**config.mk**
```make
export PLATFORM = sky130hd
export DESIGN_NAME = rule_based_pid_gain_tuner_unit
export DESIGN_NICKNAME = d
export VERILOG_FILES = /design/src/hdl/rbpgt_pkg.sv /design/src/hdl/rbpgt_front.sv /design/src/hdl/rbpgt_scale.sv /design/src/hdl/rbpgt_adapt.sv /design/src/hdl/rule_based_pid_gain_tuner_unit.sv
export SDC_FILE = /design/constraint.sdc
export NUM_CORES = 2
export LEC_CHECK = 0
export CORE_MARGIN = 4
export CORE_UTILIZATION = 36
export CTS_CLUSTER_DIAMETER = 150
export DETAILED_ROUTE_END_ITERATION = 12
export DONT_BUFFER_PORTS = 1
export GPL_TIMING_DRIVEN = 0
export PLACE_DENSITY = 0.57
export REMOVE_ABC_BUFFERS = 1
export SLEW_MARGIN = 30
export SYNTH_ARGS = -nofsm -noshare
export SYNTH_HDL_FRONTEND = slang
export SYNTH_HIERARCHICAL = 1
export SYNTH_SLANG_ARGS = --single-unit
```
**constraint.sdc**
```tcl
create_clock -name clk -period 13.25 [get_ports clk]
set_clock_uncertainty 0.05 [all_clocks]
set_input_delay 3.975 -clock clk [delete_from_list [all_inputs] [get_ports clk]]
set_output_delay 3.975 -clock clk [all_outputs]
set_load 0.01 [all_outputs]
```
**src/hdl/rbpgt_pkg.sv**
```systemverilog
// ----------------------------------------------------------------------------
// Rule-based PID gain tuner package
// Shared types, limits and the constant divider used by the tuner pipeline.
// ----------------------------------------------------------------------------
package rbpgt_pkg;

	// Oscillation count that triggers the kp back-off.
	localparam logic [2:0] FLIP_LIMIT = 3'd4;

	localparam logic [13:0] KP_MIN   = 14'd1229;
	localparam logic [13:0] KP_MAX   = 14'd10240;
	localparam logic [12:0] KI_MAX   = 13'd4915;
	localparam logic [10:0] KD_MAX   = 11'd1638;
	localparam logic [13:0] KP_RESET = 14'd4096;
	localparam logic [12:0] KI_RESET = 13'd2048;
	localparam logic [10:0] KD_RESET = 11'd0;

	localparam logic [15:0] DT_FIRST = 16'd20;
	localparam logic [15:0] DT_MAX   = 16'hFFFF;

	localparam logic signed [15:0] SAT_LEVEL = 16'sd255;
	localparam logic [15:0] DECAY_NUM   = 16'd64225;
	localparam logic [47:0] DECAY_ROUND = 48'd32768;

	// 10 rpm in Q16.8, scaled by 5 for the large-error test.
	localparam logic [26:0] ERR_OFFSET = 27'd12800;

	localparam int CFG_DATA_W = 14;
	localparam int CFG_IDX_W  = 2;

	// Gain increments are floor(n / 1250); the reciprocal is exact for n < 2^29.
	localparam logic [9:0]  RND_1250  = 10'd625;
	localparam int          DIV_SHIFT = 40;
	localparam logic [29:0] DIV_MUL   = 30'(((64'd1 << DIV_SHIFT) + 64'd1249) / 64'd1250);

	typedef enum logic [CFG_IDX_W-1:0] {
		REG_KP_START = 2'd0,
		REG_KI_START = 2'd1,
		REG_KD_START = 2'd2
	} cfg_reg_t;

	typedef struct packed {
		logic                  write;
		cfg_reg_t              index;
		logic [CFG_DATA_W-1:0] data;
	} cfg_t;

	typedef struct packed {
		logic [31:0]        timestamp_ms;
		logic               speed_mode;
		logic signed [23:0] wheel_speed_left;
		logic signed [23:0] wheel_speed_right;
		logic signed [23:0] target_speed;
		logic signed [15:0] drive_left;
		logic signed [15:0] drive_right;
		logic signed [31:0] integral_in;
	} tick_t;

	typedef struct packed {
		logic [13:0]        kp_out;
		logic [12:0]        ki_out;
		logic [10:0]        kd_out;
		logic signed [31:0] integral_out;
		logic [2:0]         flip_count;
	} result_t;

	typedef struct packed {
		logic               tune;
		logic [15:0]        dt;
		logic signed [24:0] err;
		logic [23:0]        sp_mag;
		logic               sat;
		logic               int_neg;
		logic [47:0]        int_prod;
		logic signed [31:0] integral;
	} front_t;

	typedef struct packed {
		logic               tune;
		logic signed [24:0] err;
		logic               big_err;
		logic [17:0]        kp_up;
		logic [15:0]        ki_up;
		logic [18:0]        kp_dn;
		logic [16:0]        kd_up;
		logic signed [31:0] integral;
	} scale_t;

	function automatic logic [18:0] div1250(input logic [28:0] num);
		logic [58:0] prod;
		prod = 59'(num) * 59'(DIV_MUL);
		return prod[DIV_SHIFT +: 19];
	endfunction

endpackage

```
**src/hdl/rbpgt_front.sv**
```systemverilog
// ----------------------------------------------------------------------------
// Tuner front stage
// Forms the tick time, the speed error and the integral decay product.
// ----------------------------------------------------------------------------
module rbpgt_front import rbpgt_pkg::*; (
	input  logic   clk,
	input  logic   arst_n,
	input  logic   in_valid,
	output logic   in_ready,
	input  tick_t  in_data,
	output logic   out_valid,
	input  logic   out_ready,
	output front_t out_data
);

	logic [31:0]        last_time_q;
	logic               vld_s2;
	front_t             data_s2;
	front_t             nxt;
	logic [31:0]        delta;
	logic signed [24:0] wsum;
	logic signed [23:0] avg;
	logic [31:0]        int_mag;

	assign in_ready  = ~vld_s2 | out_ready;
	assign out_valid = vld_s2;
	assign out_data  = data_s2;

	always_comb begin
		delta = in_data.timestamp_ms - last_time_q;
		nxt.tune = in_data.speed_mode;
		// A stored time of zero means no tick has been seen yet.
		if (last_time_q == '0 || delta == '0) begin
			nxt.dt = DT_FIRST;
		end else if (delta[31:16] != '0) begin
			nxt.dt = DT_MAX;
		end else begin
			nxt.dt = delta[15:0];
		end

		wsum = {in_data.wheel_speed_left[23], in_data.wheel_speed_left}
			+ {in_data.wheel_speed_right[23], in_data.wheel_speed_right};
		// Dropping the low bit of the sum rounds the average toward minus infinity.
		avg = wsum[24:1];
		nxt.err = {in_data.target_speed[23], in_data.target_speed} - {avg[23], avg};
		nxt.sp_mag = in_data.target_speed[23] ? 24'(-in_data.target_speed)
			: 24'(in_data.target_speed);

		nxt.sat = (in_data.drive_left >= SAT_LEVEL) || (in_data.drive_left <= -SAT_LEVEL)
			|| (in_data.drive_right >= SAT_LEVEL) || (in_data.drive_right <= -SAT_LEVEL);

		int_mag = in_data.integral_in[31] ? 32'(-in_data.integral_in)
			: 32'(in_data.integral_in);
		nxt.int_neg  = in_data.integral_in[31];
		nxt.int_prod = 48'(int_mag) * 48'(DECAY_NUM);
		nxt.integral = in_data.integral_in;
	end

	always_ff @(posedge clk or negedge arst_n) begin
		if (!arst_n) begin
			last_time_q <= '0;
			vld_s2      <= 1'b0;
		end else begin
			if (in_ready) begin
				vld_s2 <= in_valid;
			end
			if (in_valid && in_ready && in_data.speed_mode) begin
				last_time_q <= in_data.timestamp_ms;
			end
		end
	end

	always_ff @(posedge clk) begin
		if (in_valid && in_ready) begin
			data_s2 <= nxt;
		end
	end

endmodule

```
**src/hdl/rbpgt_scale.sv**
```systemverilog
// ----------------------------------------------------------------------------
// Tuner scale stage
// Turns the tick time into gain steps, tests for a large error and
// finishes the anti-windup decay of the integral.
// ----------------------------------------------------------------------------
module rbpgt_scale import rbpgt_pkg::*; (
	input  logic   clk,
	input  logic   arst_n,
	input  logic   in_valid,
	output logic   in_ready,
	input  front_t in_data,
	output logic   out_valid,
	input  logic   out_ready,
	output scale_t out_data
);

	logic        vld_s3;
	scale_t      data_s3;
	scale_t      nxt;
	logic [28:0] n_kp_up;
	logic [28:0] n_ki_up;
	logic [28:0] n_kp_dn;
	logic [28:0] n_kd_up;
	logic [18:0] q_kp_up;
	logic [18:0] q_ki_up;
	logic [18:0] q_kp_dn;
	logic [18:0] q_kd_up;
	logic [23:0] err_mag;
	logic [26:0] lhs;
	logic [26:0] rhs;
	logic [47:0] rnd;
	logic [31:0] dec_mag;

	assign in_ready  = ~vld_s3 | out_ready;
	assign out_valid = vld_s3;
	assign out_data  = data_s3;

	always_comb begin
		// Numerators are the rounded step formulas brought to a common divisor of 1250.
		n_kp_up = 29'({in_data.dt, 11'b0}) + 29'({in_data.dt, 10'b0}) + 29'(RND_1250);
		n_ki_up = 29'({in_data.dt, 10'b0}) + 29'(RND_1250);
		n_kp_dn = 29'({in_data.dt, 12'b0}) + 29'({in_data.dt, 10'b0}) + 29'(RND_1250);
		n_kd_up = 29'({in_data.dt, 11'b0}) + 29'(RND_1250);
		q_kp_up = div1250(n_kp_up);
		q_ki_up = div1250(n_ki_up);
		q_kp_dn = div1250(n_kp_dn);
		q_kd_up = div1250(n_kd_up);

		err_mag = in_data.err[24] ? 24'(-in_data.err) : 24'(in_data.err);
		lhs = 27'({err_mag, 2'b00}) + 27'(err_mag);
		rhs = 27'({in_data.sp_mag, 1'b0}) + ERR_OFFSET;

		rnd     = in_data.int_prod + DECAY_ROUND;
		dec_mag = rnd[47:16];

		nxt.tune    = in_data.tune;
		nxt.err     = in_data.err;
		nxt.big_err = lhs > rhs;
		nxt.kp_up   = q_kp_up[17:0];
		nxt.ki_up   = q_ki_up[15:0];
		nxt.kp_dn   = q_kp_dn;
		nxt.kd_up   = q_kd_up[16:0];
		if (in_data.tune && in_data.sat) begin
			nxt.integral = in_data.int_neg ? -$signed(dec_mag) : $signed(dec_mag);
		end else begin
			nxt.integral = in_data.integral;
		end
	end

	always_ff @(posedge clk or negedge arst_n) begin
		if (!arst_n) begin
			vld_s3 <= 1'b0;
		end else if (in_ready) begin
			vld_s3 <= in_valid;
		end
	end

	always_ff @(posedge clk) begin
		if (in_valid && in_ready) begin
			data_s3 <= nxt;
		end
	end

endmodule

```
**src/hdl/rbpgt_adapt.sv**
```systemverilog
// ----------------------------------------------------------------------------
// Tuner adapt stage
// Holds the gains and the oscillation count, applies the tuning rules
// and drives the result register.
// ----------------------------------------------------------------------------
module rbpgt_adapt import rbpgt_pkg::*; (
	input  logic    clk,
	input  logic    arst_n,
	input  cfg_t    cfg,
	input  logic    in_valid,
	output logic    in_ready,
	input  scale_t  in_data,
	output logic    out_valid,
	input  logic    out_ready,
	output result_t out_data
);

	logic [13:0]        kp_q;
	logic [12:0]        ki_q;
	logic [10:0]        kd_q;
	logic signed [24:0] prev_err_q;
	logic [2:0]         flips_q;
	logic               res_vld_q;
	result_t            res_q;

	logic               e_pos;
	logic               e_neg;
	logic               p_pos;
	logic               p_neg;
	logic [2:0]         flips_inc;
	logic               hit;
	logic [2:0]         flips_nxt;
	logic signed [20:0] kp_sum;
	logic [16:0]        ki_sum;
	logic [16:0]        kd_sum;
	logic [13:0]        kp_new;
	logic [12:0]        ki_new;
	logic [10:0]        kd_new;
	result_t            nxt;

	assign in_ready  = ~res_vld_q | out_ready;
	assign out_valid = res_vld_q;
	assign out_data  = res_q;

	always_comb begin
		e_pos = !in_data.err[24] && (in_data.err != '0);
		e_neg = in_data.err[24];
		p_pos = !prev_err_q[24] && (prev_err_q != '0);
		p_neg = prev_err_q[24];

		if ((e_pos && p_neg) || (e_neg && p_pos)) begin
			flips_inc = flips_q + 3'd1;
		end else if (flips_q != '0) begin
			flips_inc = flips_q - 3'd1;
		end else begin
			flips_inc = flips_q;
		end
		hit       = flips_inc >= FLIP_LIMIT;
		flips_nxt = hit ? 3'd0 : flips_inc;

		kp_sum = $signed({7'b0, kp_q})
			+ (in_data.big_err ? $signed({3'b0, in_data.kp_up}) : 21'sd0)
			- (hit ? $signed({2'b0, in_data.kp_dn}) : 21'sd0);
		ki_sum = {4'b0, ki_q} + (in_data.big_err ? {1'b0, in_data.ki_up} : 17'd0);
		kd_sum = {6'b0, kd_q} + (hit ? in_data.kd_up : 17'd0);

		if (kp_sum[20] || kp_sum[19:0] < 20'(KP_MIN)) begin
			kp_new = KP_MIN;
		end else if (kp_sum[19:0] > 20'(KP_MAX)) begin
			kp_new = KP_MAX;
		end else begin
			kp_new = kp_sum[13:0];
		end
		ki_new = (ki_sum > 17'(KI_MAX)) ? KI_MAX : ki_sum[12:0];
		kd_new = (kd_sum > 17'(KD_MAX)) ? KD_MAX : kd_sum[10:0];

		nxt.integral_out = in_data.integral;
		if (in_data.tune) begin
			nxt.kp_out     = kp_new;
			nxt.ki_out     = ki_new;
			nxt.kd_out     = kd_new;
			nxt.flip_count = flips_nxt;
		end else begin
			nxt.kp_out     = kp_q;
			nxt.ki_out     = ki_q;
			nxt.kd_out     = kd_q;
			nxt.flip_count = flips_q;
		end
	end

	always_ff @(posedge clk or negedge arst_n) begin
		if (!arst_n) begin
			kp_q       <= KP_RESET;
			ki_q       <= KI_RESET;
			kd_q       <= KD_RESET;
			prev_err_q <= '0;
			flips_q    <= '0;
			res_vld_q  <= 1'b0;
		end else begin
			if (in_ready) begin
				res_vld_q <= in_valid;
			end
			if (in_valid && in_ready && in_data.tune) begin
				kp_q       <= kp_new;
				ki_q       <= ki_new;
				kd_q       <= kd_new;
				prev_err_q <= in_data.err;
				flips_q    <= flips_nxt;
			end else if (cfg.write) begin
				// A start value loads its gain, clamped to the safe range, unless a tuning tick is taken.
				unique case (cfg.index)
					REG_KP_START: begin
						if (cfg.data < KP_MIN) begin
							kp_q <= KP_MIN;
						end else if (cfg.data > KP_MAX) begin
							kp_q <= KP_MAX;
						end else begin
							kp_q <= cfg.data;
						end
					end
					REG_KI_START: begin
						ki_q <= (cfg.data[12:0] > KI_MAX) ? KI_MAX : cfg.data[12:0];
					end
					REG_KD_START: begin
						kd_q <= (cfg.data[10:0] > KD_MAX) ? KD_MAX : cfg.data[10:0];
					end
					default: begin
					end
				endcase
			end
		end
	end

	always_ff @(posedge clk) begin
		if (in_valid && in_ready) begin
			res_q <= nxt;
		end
	end

endmodule

```
**src/hdl/rule_based_pid_gain_tuner_unit.sv**
```systemverilog
// ----------------------------------------------------------------------------
// Rule-based PID gain tuner
// Adapts kp, ki and kd from the speed error and oscillation; decays the integral on saturation.
// ----------------------------------------------------------------------------
// Pipeline: a transaction passes through the input register and then the front,
// scale and adapt stages before its result shows on the output.
// Throughput: one transaction per cycle; each stage stalls only on the one after it.
// Reset: pipeline empty, gains 4096/2048/0, no previous tick, flip count zero.
module rule_based_pid_gain_tuner_unit import rbpgt_pkg::*; (
	input  logic                  clk,
	input  logic                  arst_n,
	input  logic                  in_valid,
	output logic                  in_ready,
	input  tick_t                 in_data,
	output logic                  out_valid,
	input  logic                  out_ready,
	output result_t               out_data,
	input  logic                  cfg_write,
	input  logic [CFG_IDX_W-1:0]  cfg_index,
	input  logic [CFG_DATA_W-1:0] cfg_data
);

	logic   vld_s1;
	tick_t  data_s1;
	logic   front_ready;
	logic   front_valid;
	front_t front_data;
	logic   scale_ready;
	logic   scale_valid;
	scale_t scale_data;
	logic   adapt_ready;
	cfg_t   cfg;

	assign in_ready = ~vld_s1 | front_ready;

	assign cfg.write = cfg_write;
	assign cfg.index = cfg_reg_t'(cfg_index);
	assign cfg.data  = cfg_data;

	always_ff @(posedge clk or negedge arst_n) begin
		if (!arst_n) begin
			vld_s1 <= 1'b0;
		end else if (in_ready) begin
			vld_s1 <= in_valid;
		end
	end

	always_ff @(posedge clk) begin
		if (in_valid && in_ready) begin
			data_s1 <= in_data;
		end
	end

	rbpgt_front u_front (
		.clk       (clk),
		.arst_n    (arst_n),
		.in_valid  (vld_s1),
		.in_ready  (front_ready),
		.in_data   (data_s1),
		.out_valid (front_valid),
		.out_ready (scale_ready),
		.out_data  (front_data)
	);

	rbpgt_scale u_scale (
		.clk       (clk),
		.arst_n    (arst_n),
		.in_valid  (front_valid),
		.in_ready  (scale_ready),
		.in_data   (front_data),
		.out_valid (scale_valid),
		.out_ready (adapt_ready),
		.out_data  (scale_data)
	);

	rbpgt_adapt u_adapt (
		.clk       (clk),
		.arst_n    (arst_n),
		.cfg       (cfg),
		.in_valid  (scale_valid),
		.in_ready  (adapt_ready),
		.in_data   (scale_data),
		.out_valid (out_valid),
		.out_ready (out_ready),
		.out_data  (out_data)
	);

endmodule

```
==> metrics.md <==
| Metric | Value |
|---|---|
| Capturing point of the worst reg2reg path | `u_scale/out_data[101]$_DFFE_PP_` |
| Number of buffers on the longest clock path | `3` |
| Clock insertion delay at the later pin of the skew report | `just under 700 ps` |
| X dimension of the die | `~480 um` |
| Most frequent standard cell in the layout excluding fill and tap cells | `inv_1` |
| Worst-case register-to-register setup slack | `630 ps` |
| Final critical-path setup slack | `around 630 ps` |
| Hold depth | `0` |
| Vias in the first global route | `about 58k` |
| TritonCTS sink count | `605` |
| GRT Resource Usage Total | `0.1925` |
| Kind of critical path | `reg2reg` |
| Max-capacitance violation count | `0` |
| Number of warning messages in the yosys log | `6` |
| Count of endpoints failing setup in the final report | `0` |
| Type of destination of the critical path | `flop` |
| ANT nets after route | `0` |
| Buffer type at the clock tree root | `clkbuf_16` |
| Clock buffers created by TritonCTS | `72` |
| Number of DRC violations after detailed-routing iteration 0 | `3007` |
| IO Count | `approximately 270` |
| Fraction of layout cells with a size suffix above 1 | `0.04271` |
| Total Routed Length | `around 220 mm` |
| Relative slew margins | `0.3636` |
| Crit path arrival time | `12940 ps` |
| Post-route cell area | `a little under 90000 sq um` |
| Buffers inserted by post-CTS timing repair | `0` |
| Clk pin slew, worst setup/hold paths | `about 60 ps` |
| Post-synthesis instance area | `around 80000 sq um` |
| Max Clock Freq | `0.07922 GHz` |
| Number of max-slew violations in the final report | `0` |
| Post-route fraction of the period consumed by the critical path | `0.9527` |
| TritonCTS clock tree | `built` |
| Area added between synthesis and finish | `8.255%` |
| Htree depth | `3` |
| Sum of overflow across all layers after global routing | `0` |
| Number of failing hold endpoints at the final stage | `0` |
| Area of the core region | `~220000 sq um` |
| Pre-CTS setup slack | `approximately 320 ps` |
| End of the worst hold path | `u_adapt/out_data[24]$_DFFE_PP_` |
| Final critical delay including setup and external delays | `12620 ps` |
| Worst min-delay path class | `reg2reg` |
| Peak supply drop | `0.4976 mV` |
| Slew at the pin closest to its max-slew limit | `around 950 ps` |
| Average cell area after synthesis | `slightly above 10 sq um` |
| Hold wc startpoint | `u_scale/out_data[21]$_DFFE_PP_` |
| DRC violations left | `0` |
| Per-cell routed wire length | `between 20 and 25 um` |
| FF-to-FF Start | `u_front/out_data[132]$_SDFFCE_PP0P_` |
| Static leakage | `about 41 nW` |
| Critical Path Source Type | `flop` |
| Critical Path RT | `13570 ps` |
| Via count normalized by instance count | `between 5 and 6` |
| Largest net degree at the start of global routing | `slightly above 100` |
| Critical Path Max Stage Delay | `730 ps` |
| Mapped Cells | `7846` |
| Setup repair after global routing missed its margin | `no` |
| Total number of vias | `approximately 55k` |
| Run status | `finished, final reports clean` |
| CP most frequent cell | `fa_1` |
| RePlAce Congestion | `between 0.9 and 1` |
| Total die area | `roughly 230000 sq um` |
| Power density of the placed cells | `between 200 and 250 nW/um^2` |
| Largest fanout on the critical path | `11` |
| Total power draw | `~21 mW` |
| Input/output buffers | `0` |
| Vertical die dimension | `479.6 um` |
| Initial core utilization | `0.3633` |
| Cell at the slowest stage of the critical path | `edfxtp_1` |
| Placed Area | `approximately 84000 sq um` |
| Nets@finish | `10.31k` |
| Standard-cell rows | `about 170` |
| Global-route wire length before repair | `around 340 mm` |
| Most frequent cells in the layout | `inv_1 (1838), ha_1 (1263), fa_1 (1000)` |
| Number of cells on the worst reg-to-reg path | `36` |
| Antenna violations before repair | `22` |
| Pre-Repair DR Iteration Count | `6` |
| HPWL Detailed | `around 190 mm` |
power by group:
group	total, mW	internal (mW)	switching [mW]	leakage (nW)
Sequential	3.54	3.14	0.397	5.98
Combinational	15.7	6.35	9.38	34.1
Clock	2.06	1.18	0.880	1.17
Total	21.3	10.7	10.7	41.2
metrics by stage:
step	setup TNS, ps	hold WS (ps)	cells	util
3_3_place_gp	-41170	357.6	10700	0.3780
2_1_floorplan	0	350.3	7746	-
6_report	0	370.6	10880	0.3933
4_1_cts	0	372.4	10870	0.3931
5_1_grt	0	373.8	10870	0.3933
3_5_place_dp	0	354.5	10740	0.3819
metal layers:
metal	GRT usage	vias up	routed length, um
li1	-	26060	-
met4	0.05640	12	7253
met1	0.2572	27160	98430
met3	0.02892	347	10760
met2	0.3235	1329	104300
met5	0	-	77
worst max-delay path, delay by kind of cell (launching register included):
| family | cells | cell delay [ps] |
|---|---|---|
| fa+ha+maj | 11 | 5200 |
| flops | 1 | 730 |
| simple gates | 4 | 660 |
| compound gates | 13 | 3790 |
| buf+inv | 6 | 1260 |
| xor+xnor | 1 | 390 |
| mux | 1 | 250 |
registers in the layout (all words and copies together), names as in the netlist, 3 cells and up:
register	cells
u_front/out_data	132
u_adapt/out_data	73
u_adapt/kd_q	11
u_adapt/kp_q	14
u_front/last_time_q	32
u_adapt/prev_err_q	25
data_s1	169
u_scale/out_data	129
u_adapt/ki_q	13
u_adapt/flips_q	3
area by class of cell:
class / instances / area, sq um
diodes: 4 / 10.01
clock buffers: 82 / 1881
clock inverters: 51 / 586.8
fillers: 21700 / 133700
inverters: 1841 / 6913
multi-input cells: 5300 / 55320
flip-flops and latches: 605 / 17660
well taps: 2958 / 3701
repair buffers: 35 / 609.3
repair_timing:
item	4_1_cts	5_1_grt
hold buffers	0	0
endpoints found under the setup margin	0	8
resized for setup	0	2
worst max path at each step:
stage | startpoint | to | slack [ps] | depth (start not counted)
after floorplan | u_front/out_data[131]$_SDFFCE_PP0P_ | u_scale/out_data[98]$_DFFE_PP_ | 2350 | 36
after global placement | u_front/out_data[131]$_SDFFCE_PP0P_ | u_scale/out_data[99]$_DFFE_PP_ | -1880 | 27
after detailed placement | u_front/out_data[132]$_SDFFCE_PP0P_ | u_scale/out_data[99]$_DFFE_PP_ | 320 | 36
after CTS | u_front/out_data[132]$_SDFFCE_PP0P_ | u_scale/out_data[99]$_DFFE_PP_ | 230 | 36
after global routing | u_front/out_data[132]$_SDFFCE_PP0P_ | u_scale/out_data[101]$_DFFE_PP_ | 30 | 36
final | u_front/out_data[132]$_SDFFCE_PP0P_ | u_scale/out_data[101]$_DFFE_PP_ | 630 | 36
Note: power is estimated with default switching activity, not from simulation.
